[config.mk]
export PLATFORM = sky130hd
export DESIGN_NAME = six_step_commutation_sequencer
export DESIGN_NICKNAME = d
export VERILOG_FILES = /design/src/rtl/sscs_pkg.sv /design/src/rtl/sscs_ctrl.sv /design/src/rtl/six_step_commutation_sequencer.sv
export VERILOG_INCLUDE_DIRS = /design/src /design/src/rtl
export SDC_FILE = /design/constraint.sdc
export NUM_CORES = 1
export LEC_CHECK = 0
export BUFFER_PORTS_ARGS = -buffer_cell sky130_fd_sc_hd__buf_2
export CORE_MARGIN = 5
export CORE_UTILIZATION = 60
export CTS_CLUSTER_SIZE = 28
export DETAILED_ROUTE_END_ITERATION = 10
export HOLD_SLACK_MARGIN = 0.06
export PLACE_DENSITY = 0.8
export REMOVE_ABC_BUFFERS = 1
export SYNTH_ARGS = -nofsm -noshare
export SYNTH_HDL_FRONTEND = slang
export SYNTH_SLANG_ARGS = --single-unit
[constraint.sdc]
create_clock -name clk -period 4.5 [get_ports clk]
set_input_delay 0.9 -clock clk [delete_from_list [all_inputs] [get_ports clk]]
set_output_delay 0.9 -clock clk [all_outputs]
set_load 0.01 [all_outputs]
[src/rtl/six_step_commutation_sequencer_macros.svh]
// Assertion macros shared by the commutation sequencer modules.
`ifndef SIX_STEP_COMMUTATION_SEQUENCER_MACROS_SVH
`define SIX_STEP_COMMUTATION_SEQUENCER_MACROS_SVH

// Same-cycle implication, checked outside reset.
`define SSCS_ASSERT_NOW(label, clk, rst, ante, cons) \
  label: assert property (@(posedge clk) disable iff (rst) (ante) |-> (cons)) \
    else $error("sscs check failed");

// Next-cycle implication, checked outside reset.
`define SSCS_ASSERT_NEXT(label, clk, rst, ante, cons) \
  label: assert property (@(posedge clk) disable iff (rst) (ante) |=> (cons)) \
    else $error("sscs check failed");

`endif

[src/rtl/sscs_pkg.sv]
// Shared types, constants and step tables of the commutation sequencer.
package sscs_pkg;

  localparam int TIME_BITS_DEF = 10;
  localparam int ON_W          = 10;
  localparam int OFF_W         = 8;
  localparam int ATT_W         = 8;
  localparam int PIN_W         = 3;
  localparam int STEP_W        = 3;
  localparam int CFG_IDX_W     = 2;
  localparam int CFG_DATA_W    = 10;

  localparam logic [STEP_W-1:0] STEPS = 3'd6;

  localparam logic [ON_W-1:0]  ON_TICKS_RST     = 10'd400;
  localparam logic [OFF_W-1:0] OFF_TICKS_RST    = 8'd100;
  localparam logic [ATT_W-1:0] MAX_ATTEMPTS_RST = 8'd255;

  typedef enum logic [CFG_IDX_W-1:0] {
    REG_ON_TICKS     = 2'd0,
    REG_OFF_TICKS    = 2'd1,
    REG_MAX_ATTEMPTS = 2'd2,
    REG_REVERSE_DIR  = 2'd3
  } sscs_reg_t;

  typedef struct packed {
    logic [ON_W-1:0]  on_ticks;
    logic [OFF_W-1:0] off_ticks;
    logic [ATT_W-1:0] max_attempts;
    logic             reverse_dir;
  } sscs_cfg_t;

  typedef struct packed {
    logic [PIN_W-1:0]  drive_pins;
    logic [STEP_W-1:0] step_index;
    logic              driving;
    logic              advanced;
  } sscs_result_t;

  // Drive pattern (and expected sense pattern) of a step.
  function automatic logic [PIN_W-1:0] step_pattern(input logic rev,
                                                    input logic [STEP_W-1:0] step);
    logic [PIN_W-1:0] pat;
    pat = '0;
    if (!rev) begin
      case (step)
        3'd0:    pat = 3'd4;
        3'd1:    pat = 3'd6;
        3'd2:    pat = 3'd2;
        3'd3:    pat = 3'd3;
        3'd4:    pat = 3'd1;
        3'd5:    pat = 3'd5;
        default: pat = 3'd4;
      endcase
    end else begin
      case (step)
        3'd0:    pat = 3'd1;
        3'd1:    pat = 3'd3;
        3'd2:    pat = 3'd2;
        3'd3:    pat = 3'd6;
        3'd4:    pat = 3'd4;
        3'd5:    pat = 3'd5;
        default: pat = 3'd1;
      endcase
    end
    return pat;
  endfunction

endpackage

[src/rtl/sscs_ctrl.sv]
// Commutation state: step, drive/off phase, tick and attempt counters.
module sscs_ctrl #(
  parameter int TIME_BITS = sscs_pkg::TIME_BITS_DEF
) (
  input  logic                         clk,
  input  logic                         rst,
  input  logic                         accept,
  input  logic [sscs_pkg::PIN_W-1:0]   sense_pins,
  input  sscs_pkg::sscs_cfg_t          cfg,
  output sscs_pkg::sscs_result_t       result
);
  import sscs_pkg::*;

  localparam int CW = (TIME_BITS > ON_W) ? TIME_BITS : ON_W;

  logic [STEP_W-1:0]    step_reg, step_reg_next;
  logic                 phase_on, phase_on_next;
  logic [TIME_BITS-1:0] tick_count, tick_count_next;
  logic [ATT_W-1:0]     attempt_count, attempt_count_next;

  logic [STEP_W-1:0]    step_cur;
  logic [PIN_W-1:0]     pat;
  logic [CW-1:0]        on_ext;
  logic [CW-1:0]        time_max_ext;
  logic [TIME_BITS-1:0] on_lim;
  logic [TIME_BITS-1:0] off_lim;
  logic [ATT_W-1:0]     att_lim;
  logic [TIME_BITS-1:0] tick_inc;
  logic [ATT_W-1:0]     attempt_inc;
  logic                 adv;

  always_comb begin
    step_cur     = (step_reg < STEPS) ? step_reg : '0;
    pat          = step_pattern(cfg.reverse_dir, step_cur);
    on_ext       = (cfg.on_ticks == '0) ? CW'(1) : CW'(cfg.on_ticks);
    time_max_ext = CW'({TIME_BITS{1'b1}});
    on_lim       = (on_ext > time_max_ext) ? {TIME_BITS{1'b1}} : on_ext[TIME_BITS-1:0];
    off_lim      = (cfg.off_ticks == '0) ? TIME_BITS'(1) : TIME_BITS'(cfg.off_ticks);
    att_lim      = (cfg.max_attempts == '0) ? ATT_W'(1) : cfg.max_attempts;
    tick_inc     = tick_count + TIME_BITS'(1);
    attempt_inc  = attempt_count + ATT_W'(1);

    adv                = 1'b0;
    phase_on_next      = phase_on;
    tick_count_next    = tick_count;
    attempt_count_next = attempt_count;

    if (phase_on) begin
      tick_count_next = tick_inc;
      if (tick_inc >= on_lim) begin
        phase_on_next   = 1'b0;
        tick_count_next = '0;
      end
    end else if (sense_pins == pat) begin
      adv = 1'b1;
    end else begin
      tick_count_next = tick_inc;
      if (tick_inc >= off_lim) begin
        attempt_count_next = attempt_inc;
        if (attempt_inc >= att_lim) begin
          adv = 1'b1;
        end else begin
          phase_on_next   = 1'b1;
          tick_count_next = '0;
        end
      end
    end

    step_reg_next = step_cur;
    if (adv) begin
      step_reg_next      = (step_cur + STEP_W'(1) >= STEPS) ? '0 : step_cur + STEP_W'(1);
      phase_on_next      = 1'b1;
      tick_count_next    = '0;
      attempt_count_next = '0;
    end

    result.drive_pins = phase_on ? pat : '0;
    result.step_index = step_reg_next;
    result.driving    = phase_on;
    result.advanced   = adv;
  end

  always_ff @(posedge clk) begin
    if (rst) begin
      step_reg      <= '0;
      phase_on      <= 1'b1;
      tick_count    <= '0;
      attempt_count <= '0;
    end else if (accept) begin
      step_reg      <= step_reg_next;
      phase_on      <= phase_on_next;
      tick_count    <= tick_count_next;
      attempt_count <= attempt_count_next;
    end
  end

endmodule

[src/rtl/six_step_commutation_sequencer.sv]
// Top level of the sensed six-step commutation sequencer.
//
//   channel  | handshake              | payload
//   ---------+------------------------+----------------------------------------
//   in       | in_valid / in_stall    | sense_pins
//   out      | out_valid / out_stall  | drive_pins, step_index, driving, advanced
//   cfg      | cfg_wr_en              | cfg_index, cfg_data
//
// One tick transaction is taken per clock while in_stall is low, and its result is
// registered in the result register, or in the skid register while a result waits.
// That rate is set by the state update in sscs_ctrl, done once per accepted transaction.
// A two-entry output buffer (result register plus skid register) lets the input
// keep flowing while one result waits; in_stall rises only when both are full.
// rst is synchronous: it restores register defaults, step 0, drive phase, counters 0.
module six_step_commutation_sequencer #(
  parameter int TIME_BITS = sscs_pkg::TIME_BITS_DEF
) (
  input  logic                              clk,
  input  logic                              rst,
  input  logic                              in_valid,
  output logic                              in_stall,
  input  logic [sscs_pkg::PIN_W-1:0]        sense_pins,
  output logic                              out_valid,
  input  logic                              out_stall,
  output logic [sscs_pkg::PIN_W-1:0]        drive_pins,
  output logic [sscs_pkg::STEP_W-1:0]       step_index,
  output logic                              driving,
  output logic                              advanced,
  input  logic                              cfg_wr_en,
  input  logic [sscs_pkg::CFG_IDX_W-1:0]    cfg_index,
  input  logic [sscs_pkg::CFG_DATA_W-1:0]   cfg_data
);
  import sscs_pkg::*;

  `include "six_step_commutation_sequencer_macros.svh"

  sscs_cfg_t    cfg;
  sscs_result_t new_result;
  sscs_result_t out_reg;
  sscs_result_t skid_reg;
  logic         skid_valid;
  logic         accept;
  logic         take;

  // Configuration registers: write-only, masked to each register's width.
  always_ff @(posedge clk) begin
    if (rst) begin
      cfg.on_ticks     <= ON_TICKS_RST;
      cfg.off_ticks    <= OFF_TICKS_RST;
      cfg.max_attempts <= MAX_ATTEMPTS_RST;
      cfg.reverse_dir  <= 1'b0;
    end else if (cfg_wr_en) begin
      case (sscs_reg_t'(cfg_index))
        REG_ON_TICKS:     cfg.on_ticks     <= cfg_data[ON_W-1:0];
        REG_OFF_TICKS:    cfg.off_ticks    <= cfg_data[OFF_W-1:0];
        REG_MAX_ATTEMPTS: cfg.max_attempts <= cfg_data[ATT_W-1:0];
        REG_REVERSE_DIR:  cfg.reverse_dir  <= cfg_data[0];
        default: ;
      endcase
    end
  end

  assign in_stall = skid_valid;
  assign accept   = in_valid && !in_stall;
  assign take     = out_valid && !out_stall;

  sscs_ctrl #(
    .TIME_BITS (TIME_BITS)
  ) u_ctrl (
    .clk        (clk),
    .rst        (rst),
    .accept     (accept),
    .sense_pins (sense_pins),
    .cfg        (cfg),
    .result     (new_result)
  );

  // Output register with skid stage: refill from skid first, then from the core.
  always_ff @(posedge clk) begin
    if (rst) begin
      out_valid  <= 1'b0;
      skid_valid <= 1'b0;
    end else if (skid_valid) begin
      if (take) begin
        out_valid  <= 1'b1;
        skid_valid <= 1'b0;
      end
    end else if (accept) begin
      if (out_valid && !take) begin
        skid_valid <= 1'b1;
      end else begin
        out_valid <= 1'b1;
      end
    end else if (take) begin
      out_valid <= 1'b0;
    end
  end

  // Payload registers: no reset needed.
  always_ff @(posedge clk) begin
    if (skid_valid) begin
      if (take) begin
        out_reg <= skid_reg;
      end
    end else if (accept) begin
      if (out_valid && !take) begin
        skid_reg <= new_result;
      end else begin
        out_reg <= new_result;
      end
    end
  end

  assign drive_pins = out_reg.drive_pins;
  assign step_index = out_reg.step_index;
  assign driving    = out_reg.driving;
  assign advanced   = out_reg.advanced;

  // Skid entry only ever sits behind a full result register.
  `SSCS_ASSERT_NOW(a_skid_behind_out, clk, rst, skid_valid, out_valid)
  // Off-window results never drive the phases.
  `SSCS_ASSERT_NOW(a_off_no_drive, clk, rst, out_valid && !driving, drive_pins == '0)
  // Step index stays within the six steps.
  `SSCS_ASSERT_NOW(a_step_range, clk, rst, out_valid, step_index < STEPS)
  // A transaction taken while the result waits lands in the skid register.
  `SSCS_ASSERT_NEXT(a_skid_fill, clk, rst, accept && out_valid && out_stall, skid_valid)

endmodule

==> flow_summary_export.csv, run 1 <==
group,metric,value,unit
status,status,"finished, final reports clean",
cts,cts_resized,0,
cts,ctsHoldBuffers,0,
critical_path,worst_path_max_delay_cell,"dfxtp_1",
critical_path,cp_common_cell,"ha_1",
critical_path,ff2ff_path_depth,11,
layout,nets,521,
route,first_pass_iters,5,
logic_synthesis,ys_seq_area_share,37.8,%
logic_synthesis,avgSynthCellArea,8.97,um^2
placed_design,routabilityCongestion,0.847,
logic_synthesis,syn-cell-area,3970,um^2
pwr,power.total,1.30,mW
global_routing,grt_pass1_wl,14900,um
cts,numCtsBuffers,9,
logic_synthesis,synth_edf_count,16,
floorplanning,core-area,6390,um^2
floorplanning,initial_core_util,62.2,%
critical_path,cp_cell_sequence,"ha_1 -> and3_1 -> nand3_1 -> xnor2_1 -> ha_1 -> a21o_1 -> a2111oi_0 -> a31oi_1 -> nand2b_1 -> a211oi_2 -> a22o_1",
pwr,p_per_area,299,nW/um^2
global_routing,grt_pass1_vias,3280,
cts,post_cts_buffers,0,
pwr,p_leak,1.87,nW
timing,worst_slew_pin_slew,0.885,ns
logic_synthesis,synthCells,443,
timing,setup_viol,0,
route,drt_wl_total,8870,um
timing,finalCriticalPeriod,3.77,ns
timing,fmax,266,MHz
route,ant_nets,0,
timing,fin_crit_sh,83.7,%
flow_run,cap_violations,0,
layout,n_fill_cell,531,
layout,largestRegisters,"cfg x27, u_ctrl.tick_count x10",
critical_path,crit_cells,11,
timing,finalMaxSlewViolations,0,
floorplanning,fp.dieW,91.4,um
cts,clock_latency,0.35,ns
route,vias_per_cell,6.16,
logic_synthesis,ys_ff_latch,67,
timing,worst_slack,0.734,ns
placed_design,place_ws,0.875,ns
layout,antenna_cells,0,
critical_path,arrival,4.05,ns
layout,largest_register_ff_count,27,
critical_path,end_kind,"register",
logic_synthesis,synth_cell_type_count,64,
placed_design,dpl_cell_area,4150,um^2
cts,cts_tree,"built",
floorplanning,rows,29,
timing,timing.setup.tns,0,ns
floorplanning,io_pins,30,
route,drtIter0Drc,229,
cts,clockBufferDepth,2,
logic_synthesis,yosysWarnings,0,
min_path,worstHoldStart,"cfg[20]",
layout,area_delta_synth_final,9.41,%
layout,drive_gt1_share,13.6,%
cts,clock_sinks,67,
timing,hold_violations,0,
critical_path,cp_max_fo,8,
pwr,worst_ir_drop_vdd,0.000247,V
floorplanning,die_y,91.4,um
timing,skew,0.00827,ns
critical_path,slowest_delay,0.51,ns
critical_path,start_kind,"register",
placed_design,portBuffers,29,
critical_path,crit_type,"reg2reg",
critical_path,crit_family,"compound AO/OA/AOI/OAI gates",
placed_design,dp_hpwl,6460,um
global_routing,grt_max_degree,35,
min_path,hold_depth,2,
global_routing,grt_overflow,0,
logic_synthesis,postSynth.asyncResetShare,0,%
cts,cts_max_level,3,
layout,regMostFlops,"cfg",
logic_synthesis,synth_flop_cell,"dfxtp_1",
critical_path,crit_start,"u_ctrl.tick_count[0]",
layout,utilization,68.1,%
cts,clkSlewWorstSetupHoldPaths,0.08,ns
route,routed-via-count,3377,
critical_path,crit_required,4.79,ns
critical_path,critical_path_buf_inv_count,0,
timing,rsz0062_at_grt,"no",
global_routing,antenna_found_initial,0,
cts,clockRootBuffer,"clkbuf_8",
min_path,hold_class,"reg2reg",
timing,slew-limit-headroom,40.9,%
global_routing,track_usage,21.4,%
layout,fin_area,4350,um^2
route,drt-wirelength-per-cell,16.2,um
critical_path,r2r_start,"u_ctrl.tick_count[0]",
floorplanning,die-area,8350,um^2
route,drc_errors,0,
==> cell usage after synthesis (5+ instances only) <==
cell | instances | area [um^2]
mux2_2 | 5 | 56.3
and4_1 | 5 | 43.8
xnor2_1 | 12 | 105
nand4_1 | 5 | 31.3
nand2_1 | 63 | 236
edfxtp_1 | 16 | 480
inv_1 | 38 | 143
dfxtp_1 | 51 | 1020
a2111oi_0 | 5 | 43.8
nand3_1 | 6 | 30.0
o21ai_0 | 13 | 65.1
nor2b_1 | 5 | 31.3
nand2b_1 | 8 | 50.1
nor2_1 | 20 | 75.1
clkbuf_1 | 13 | 48.8
a22o_1 | 6 | 52.6
a21oi_1 | 29 | 145
ha_1 | 35 | 438
o21a_1 | 5 | 37.5
nor3_1 | 6 | 30.0
o211ai_1 | 15 | 113
==> where the power goes <==
| group | leakage [nW] | switching, mW | internal (mW) |
|---|---|---|---|
| combinational | 1.22 | 0.0913 | 0.0540 |
| sequential | 0.564 | 0.0162 | 0.640 |
| clock | 0.0915 | 0.240 | 0.258 |
| total | 1.87 | 0.348 | 0.952 |
==> worst reg2reg max path, stage by stage (launching register included) <==
cell and delay (ns):
dfxtp_1 0.51, ha_1 0.35, and3_1 0.23, nand3_1 0.11, xnor2_1 0.33, ha_1 0.32
a21o_1 0.18, a2111oi_0 0.43, a31oi_1 0.31, nand2b_1 0.31, a211oi_2 0.41, a22o_1 0.22
==> per-stage QoR <==
step | hold WS, ns | instances
floorplan | 0.430 | 424
global placement | 0.446 | 532
detailed placement | 0.450 | 532
CTS | 0.460 | 548
global route | 0.484 | 548
finish | 0.457 | 548
==> cells in the final DEF (no fill, tap or decap), drive strengths merged, types with 4 or more instances in the layout <==
cell / instances
clkbuf: 10
a211o: 4
mux2: 5
nor2: 20
buf: 31
o21ai: 13
a31oi: 4
inv: 38
nand4: 5
a2111oi: 6
dfxtp: 51
a22o: 6
a21oi: 30
mux2i: 4
nor3: 6
o211ai: 15
nor2b: 5
o21a: 5
nand2b: 8
nand2: 63
xnor2: 12
ha: 35
and4: 5
edfxtp: 16
o31ai: 4
nand3: 7
==> layout make-up <==
type	count	area (um^2)	share of cell area, %
clock buffers	10	129	2.96
clock inverters	6	66.3	1.53
inverters	38	143	3.28
multi-input cells	319	2250	51.8
flip-flops and latches	67	1500	34.5
well taps	77	96.3	2.22
repair buffers	31	160	3.68
==> routing by layer <==
metal | global-route usage [%] | up-vias | share of wire, %
li1 | - | 1661 | -
met1 | 28.4 | 1571 | 45
met2 | 34.2 | 127 | 46
met3 | 4.21 | 18 | 6.7
met4 | 8.56 | 0 | 1.8
met5 | 0 | - | 0
==> kinds of logic (layout without fill, tap and decap cells) <==
group / count (synthesis) / after routing / synth area share (%)
buf+inv: 57 / 85 / 5.54
fa+ha+maj: 35 / 35 / 11.0
compound gates: 116 / 116 / 21.8
mux: 9 / 9 / 2.42
simple gates: 144 / 144 / 18.2
xor+xnor: 15 / 15 / 3.31
flops: 67 / 67 / 37.8
==> final timing paths <==
kind,endpoint,slack [ns]
setup / recovery,u_ctrl.tick_count[6],0.73
hold / removal,cfg[20],0.46
setup reg to reg,u_ctrl.tick_count[6],0.73
hold reg to reg,cfg[20],0.46
Note: power is estimated with default switching activity, not from simulation.
==> run 2, diff against run 1 <==
Settings changed: CORE_UTILIZATION 60 to 55, PLACE_DENSITY 0.8 to 0.77.
Clock period 4.5 ns to 3 ns, I/O delays scaled along.
==> run 2 against run 1 <==
Effect of this change: hold slack improved by 0.013 ns; sequential power is 49% higher; clock skew increased by 0.010 ns; first-iteration DRC count increased by 17%; sequential share of layout area decreased by 5.5 points; worst setup slack worse by 1.1 ns; fmax is 12% higher; the flow now finishes with violations (setup timing); sequential cell count unchanged; critical path type unchanged; combinational power rose by 90%.
==> flow_summary_export.csv, run 2 (synthesis gave the netlist of run 1 again) <==
group,metric,value,unit
route,drtIter0Drc,268,
timing,slew-limit-headroom,41.0,%
min_path,hold_class,"reg2reg",
floorplanning,core-area,7140,um^2
timing,skew,0.0183,ns
status,violations,"setup timing",
critical_path,end_kind,"register",
critical_path,crit_type,"reg2reg",
route,vias_per_cell,6.00,
critical_path,crit_required,3.13,ns
layout,antenna_cells,0,
critical_path,start_kind,"register",
placed_design,portBuffers,29,
layout,regMostFlops,"cfg",
floorplanning,fp.dieW,95,um
timing,finalCriticalPeriod,3.37,ns
critical_path,ff2ff_setup_slack,-0.37,ns
layout,fin_area,5190,um^2
pwr,p_per_area,428,nW/um^2
global_routing,antenna_found_initial,0,
floorplanning,die_y,95,um
floorplanning,initial_core_util,55.7,%
route,first_pass_iters,5,
global_routing,grt_pass1_wl,16100,um
timing,fmax,297,MHz
route,drc_errors,0,
timing,setup_viol,30,
timing,timing.setup.tns,-6.27,ns
route,routed-via-count,3757,
layout,final_cell_mix,"nand2_1, buf_4, dfxtp_1, inv_1, buf_2",
layout,nets,577,
pwr,p_leak,2.28,nW
floorplanning,io_pins,30,
layout,area_delta_synth_final,30.7,%
route,drt_wl_total,11200,um
cts,cts_tree,"built",
layout,final_common_cell,"nand2_1",
placed_design,routabilityCongestion,0.906,
timing,hold_violations,0,
cts,clkSlewWorstSetupHoldPaths,0.09,ns
timing,rsz0062_at_grt,"yes",
route,drt-wirelength-per-cell,18.0,um
pwr,worst_ir_drop_vdd,0.000271,V
critical_path,cp_max_fo,2,
placed_design,dp_hpwl,7200,um
cts,numCtsBuffers,9,
placed_design,dpl_cell_area,4550,um^2
cts,clock_sinks,67,
cts,clock_latency,0.36,ns
layout,largestRegisters,"cfg x27, u_ctrl.tick_count x10",
timing,worst_slack,-0.368,ns
route,ant_nets,0,
critical_path,arrival,3.49,ns
status,status,"complete, but fails checks",
global_routing,grt_pass1_vias,3568,
global_routing,grt_max_degree,22,
global_routing,track_usage,22.8,%
floorplanning,rows,31,
timing,worst_slew_pin_slew,0.882,ns
layout,drive_gt1_share,31.7,%
floorplanning,die-area,9030,um^2
cts,cts_max_level,3,
cts,clockBufferDepth,2,
layout,largest_register_ff_count,27,
flow_run,cap_violations,0,
timing,finalMaxSlewViolations,0,
layout,utilization,72.8,%
global_routing,grt_overflow,0,
timing,holdWs,0.470,ns
cts,clockRootBuffer,"clkbuf_8",
timing,fin_crit_sh,112,%
==> run 2: cell types whose count changed in the layout (fill, tap and decap cells not counted), sizes merged <==
cell,change
buf,+56
clkbuf,+2
clkinvlp,-2
bufinv,+1
clkinv,-1
==> run 2: critical path, stage by stage (launching register included) <==
cell,delay [ns]
dfxtp_1,0.39
and4_4,0.28
nand4_1,0.22
xnor2_2,0.22
ha_2,0.21
or4_4,0.48
a21oi_2,0.13
o21a_1,0.21
o22ai_4,0.11
a32oi_2,0.30
mux2_4,0.34
mux2_2,0.25
==> run 2: worst paths after layout <==
check | end | startpoint | cells after the start
hold reg to reg | cfg[17] | cfg[17] | 2
hold / removal | cfg[17] | cfg[17] | 2
setup / recovery | step_index[2] | u_ctrl.tick_count[2] | 11
setup reg to reg | step_index[2] | u_ctrl.tick_count[2] | 11
==> run 2: final cells by class <==
type / instances / area [um^2]
clock buffers: 12 / 188
well taps: 99 / 124
inverters: 38 / 143
repair buffers: 87 / 616
flip-flops and latches: 67 / 1510
clock inverters: 4 / 76.3
fillers: 537 / 1940
multi-input cells: 319 / 2540
==> run 2: per-layer routing <==
metal | up-vias | global-route usage [%] | wire [um]
li1 | 1773 | - | -
met1 | 1797 | 26.4 | 4620
met2 | 145 | 40.8 | 5430
met3 | 42 | 3.51 | 631
met4 | 0 | 10.6 | 557
met5 | - | 0 | 0
==> run 2: power breakdown <==
part | switching (mW) | internal, mW
sequential | 0.0184 | 0.961
clock | 0.376 | 0.593
combinational | 0.166 | 0.110
==> run 2: stage by stage <==
step / power [mW] / cells / setup WS [ns]
4_1_cts: 2.20 / 624 / -0.118
2_1_floorplan: 1.14 / 424 / -0.501
3_5_place_dp: 1.24 / 602 / -0.210
5_1_grt: 2.30 / 626 / -0.410
6_report: 2.22 / 626 / -0.368
3_3_place_gp: 1.23 / 602 / -0.120
==> run 2: repair_timing <==
action / in CTS / in global routing
buffers inserted: 6 / 5
endpoints found under the setup margin: 17 / 30
pin swaps: 9 / 23
resized for setup: 15 / 57
hold buffers: 0 / 0
==> run 3, diff against run 2 <==
Settings changed: CORE_UTILIZATION 55 to 56, CTS_BUF_LIST set to sky130_fd_sc_hd__clkbuf_8, PLACE_DENSITY 0.77 to 0.78.
==> run 3 against run 2 <==
Effect of this change: the flow still finishes with violations (setup timing); sequential share of layout area grew 0.57 points; die area shrank 1.6%; clock power is 15% lower; cell count decreased by 0.48%; combinational power about the same; register-to-register slack improved by 0.11 ns; non-clock buffer count is the same; worst setup slack better by 0.11 ns; sequential power barely moved; largest cell class unchanged; largest power group unchanged.
==> flow_summary_export.csv, run 3 (synthesis gave the netlist of run 1 again) <==
group,metric,value,unit
timing,skew,0.00971,ns
global_routing,track_usage,23.6,%
layout,seq_area,1510,um^2
placed_design,routabilityCongestion,0.915,
layout,utilization,74.2,%
min_path,worstHoldStart,"cfg[20]",
layout,antenna_cells,0,
critical_path,ff2ff_path_depth,12,
placed_design,place_ws,-0.285,ns
flow_run,cap_violations,0,
route,vias_per_cell,5.84,
min_path,hold_depth,2,
route,drtIter0Drc,208,
cts,ctsHoldBuffers,0,
layout,n_fill_cell,466,
floorplanning,initial_core_util,57.9,%
cts,clockBufferDepth,2,
status,violations,"setup timing",
layout,multi_input_area,2490,um^2
pwr,worst_ir_drop_vdd,0.000506,V
route,drt_wl_total,10500,um
placed_design,dp_cells,599,
floorplanning,core-area,6870,um^2
timing,setup_viol,24,
critical_path,ff2ff_setup_slack,-0.26,ns
cts,numCtsBuffers,9,
critical_path,r2r_start,"u_ctrl.tick_count[1]",
floorplanning,die_y,94.2,um
global_routing,grt_pass1_vias,3596,
critical_path,start_kind,"register",
placed_design,portBuffers,29,
layout,regMostFlops,"cfg",
layout,fin_area,5090,um^2
min_path,hold_end,"cfg[20]",
timing,rsz0062_at_grt,"yes",
layout,nets,577,
cts,cts_tree,"built",
timing,hold_violations,0,
cts,cts_max_level,3,
layout,area_delta_synth_final,28.2,%
critical_path,crit_required,3.09,ns
timing,worst_slew_pin_slew,0.919,ns
placed_design,dp_hpwl,7090,um
layout,largestRegisters,"cfg x27, u_ctrl.tick_count x10",
layout,drive_gt1_share,30.6,%
timing,finalCriticalPeriod,3.26,ns
global_routing,grt_max_degree,22,
global_routing,grt_overflow,0,
critical_path,arrival,3.35,ns
pwr,p_per_area,409,nW/um^2
layout,final_cell_mix,"nand2_1, buf_4, dfxtp_1, inv_1",
timing,timing.setup.tns,-2.41,ns
timing,slew-limit-headroom,38.5,%
timing,fin_crit_sh,109,%
layout,stdcell_count,623,
timing,finalMaxSlewViolations,0,
placed_design,dpl_cell_area,4550,um^2
critical_path,crit_type,"reg2reg",
layout,largest_register_ff_count,27,
pwr,p_leak,2.25,nW
cts,clkSlewWorstSetupHoldPaths,0.08,ns
floorplanning,die-area,8880,um^2
cts,clock_latency,0.34,ns
route,routed-via-count,3640,
critical_path,cp_max_fo,3,
cts,clockRootBuffer,"clkbuf_8",
status,status,"complete, but fails checks",
global_routing,antenna_found_initial,0,
route,drt-wirelength-per-cell,16.8,um
floorplanning,rows,30,
critical_path,r2r_end,"step_index[2]",
cts,clock_sinks,67,
global_routing,grt_pass1_wl,16600,um
min_path,hold_class,"reg2reg",
route,ant_nets,0,
floorplanning,fp.dieW,94.2,um
route,first_pass_iters,4,
floorplanning,io_pins,30,
timing,fmax,306,MHz
route,drc_errors,0,
layout,final_common_cell,"nand2_1",
timing,worst_slack,-0.263,ns
critical_path,end_kind,"register",
-- run 3: changes by cell type in the layout (fill, tap and decap cells not counted), sizes merged --
cell,before,now
inv,38,39
clkbuf,12,9
clkinv,1,3
-- run 3: worst max-delay path by stage --
stage | from | to | slack [ns]
3_5_place_dp | u_ctrl.tick_count[1] | step_index[2] | -0.29
4_1_cts | u_ctrl.tick_count[1] | step_index[2] | -0.19
6_report | u_ctrl.tick_count[1] | step_index[2] | -0.26
2_1_floorplan | u_ctrl.tick_count[0] | step_index[2] | -0.50
3_3_place_gp | u_ctrl.tick_count[1] | step_index[2] | -0.12
5_1_grt | u_ctrl.tick_count[2] | u_ctrl.tick_count[3] | -0.38
-- run 3: worst max-delay path: stages (launching register included) --
cell	delay (ns)
dfxtp_2	0.37
buf_6	0.11
and4_4	0.21
nand4_1	0.17
xnor2_2	0.20
ha_2	0.19
or4_4	0.42
a21oi_2	0.13
o21a_1	0.21
o22ai_4	0.11
a32oi_2	0.28
mux2_4	0.34
mux2_4	0.27
-- run 3: routing by layer --
| layer | global-route usage (%) | share of wire [%] | vias to the layer above | wire (um) |
|---|---|---|---|---|
| li1 | - | - | 1774 | - |
| met3 | 5.13 | 5.0 | 14 | 520 |
| met4 | 6.86 | 1.5 | 0 | 153 |
| met2 | 41.4 | 51 | 114 | 5300 |
| met5 | 0 | 0 | - | 0 |
| met1 | 28.8 | 43 | 1738 | 4500 |
-- run 3: layout make-up --
cell class | count | share of cell area (%)
inverters | 38 | 2.80
well taps | 96 | 2.36
multi-input cells | 319 | 48.9
repair buffers | 87 | 12.0
clock inverters | 7 | 1.84
flip-flops and latches | 67 | 29.6
clock buffers | 9 | 2.43
-- run 3: report_power, final --
group | switching, mW | internal, mW | leakage (nW)
combinational | 0.163 | 0.113 | 1.57
clock | 0.362 | 0.466 | 0.111
sequential | 0.0183 | 0.961 | 0.567
total | 0.543 | 1.54 | 2.25
-- run 3: per-stage QoR --
| step | power, mW | hold WS (ns) |
|---|---|---|
| after global placement | 1.23 | 0.448 |
| after detailed placement | 1.24 | 0.455 |
| after global routing | 2.16 | 0.491 |
| after CTS | 2.07 | 0.466 |
| final | 2.08 | 0.466 |
| after floorplan | 1.14 | 0.430 |
-- run 3: what timing repair did --
| action | CTS | global route |
|---|---|---|
| gates cloned | 0 | 0 |
| buffers inserted | 5 | 3 |
| setup endpoints to repair | 23 | 30 |
| resized for setup | 32 | 30 |
| pin swaps | 25 | 6 |
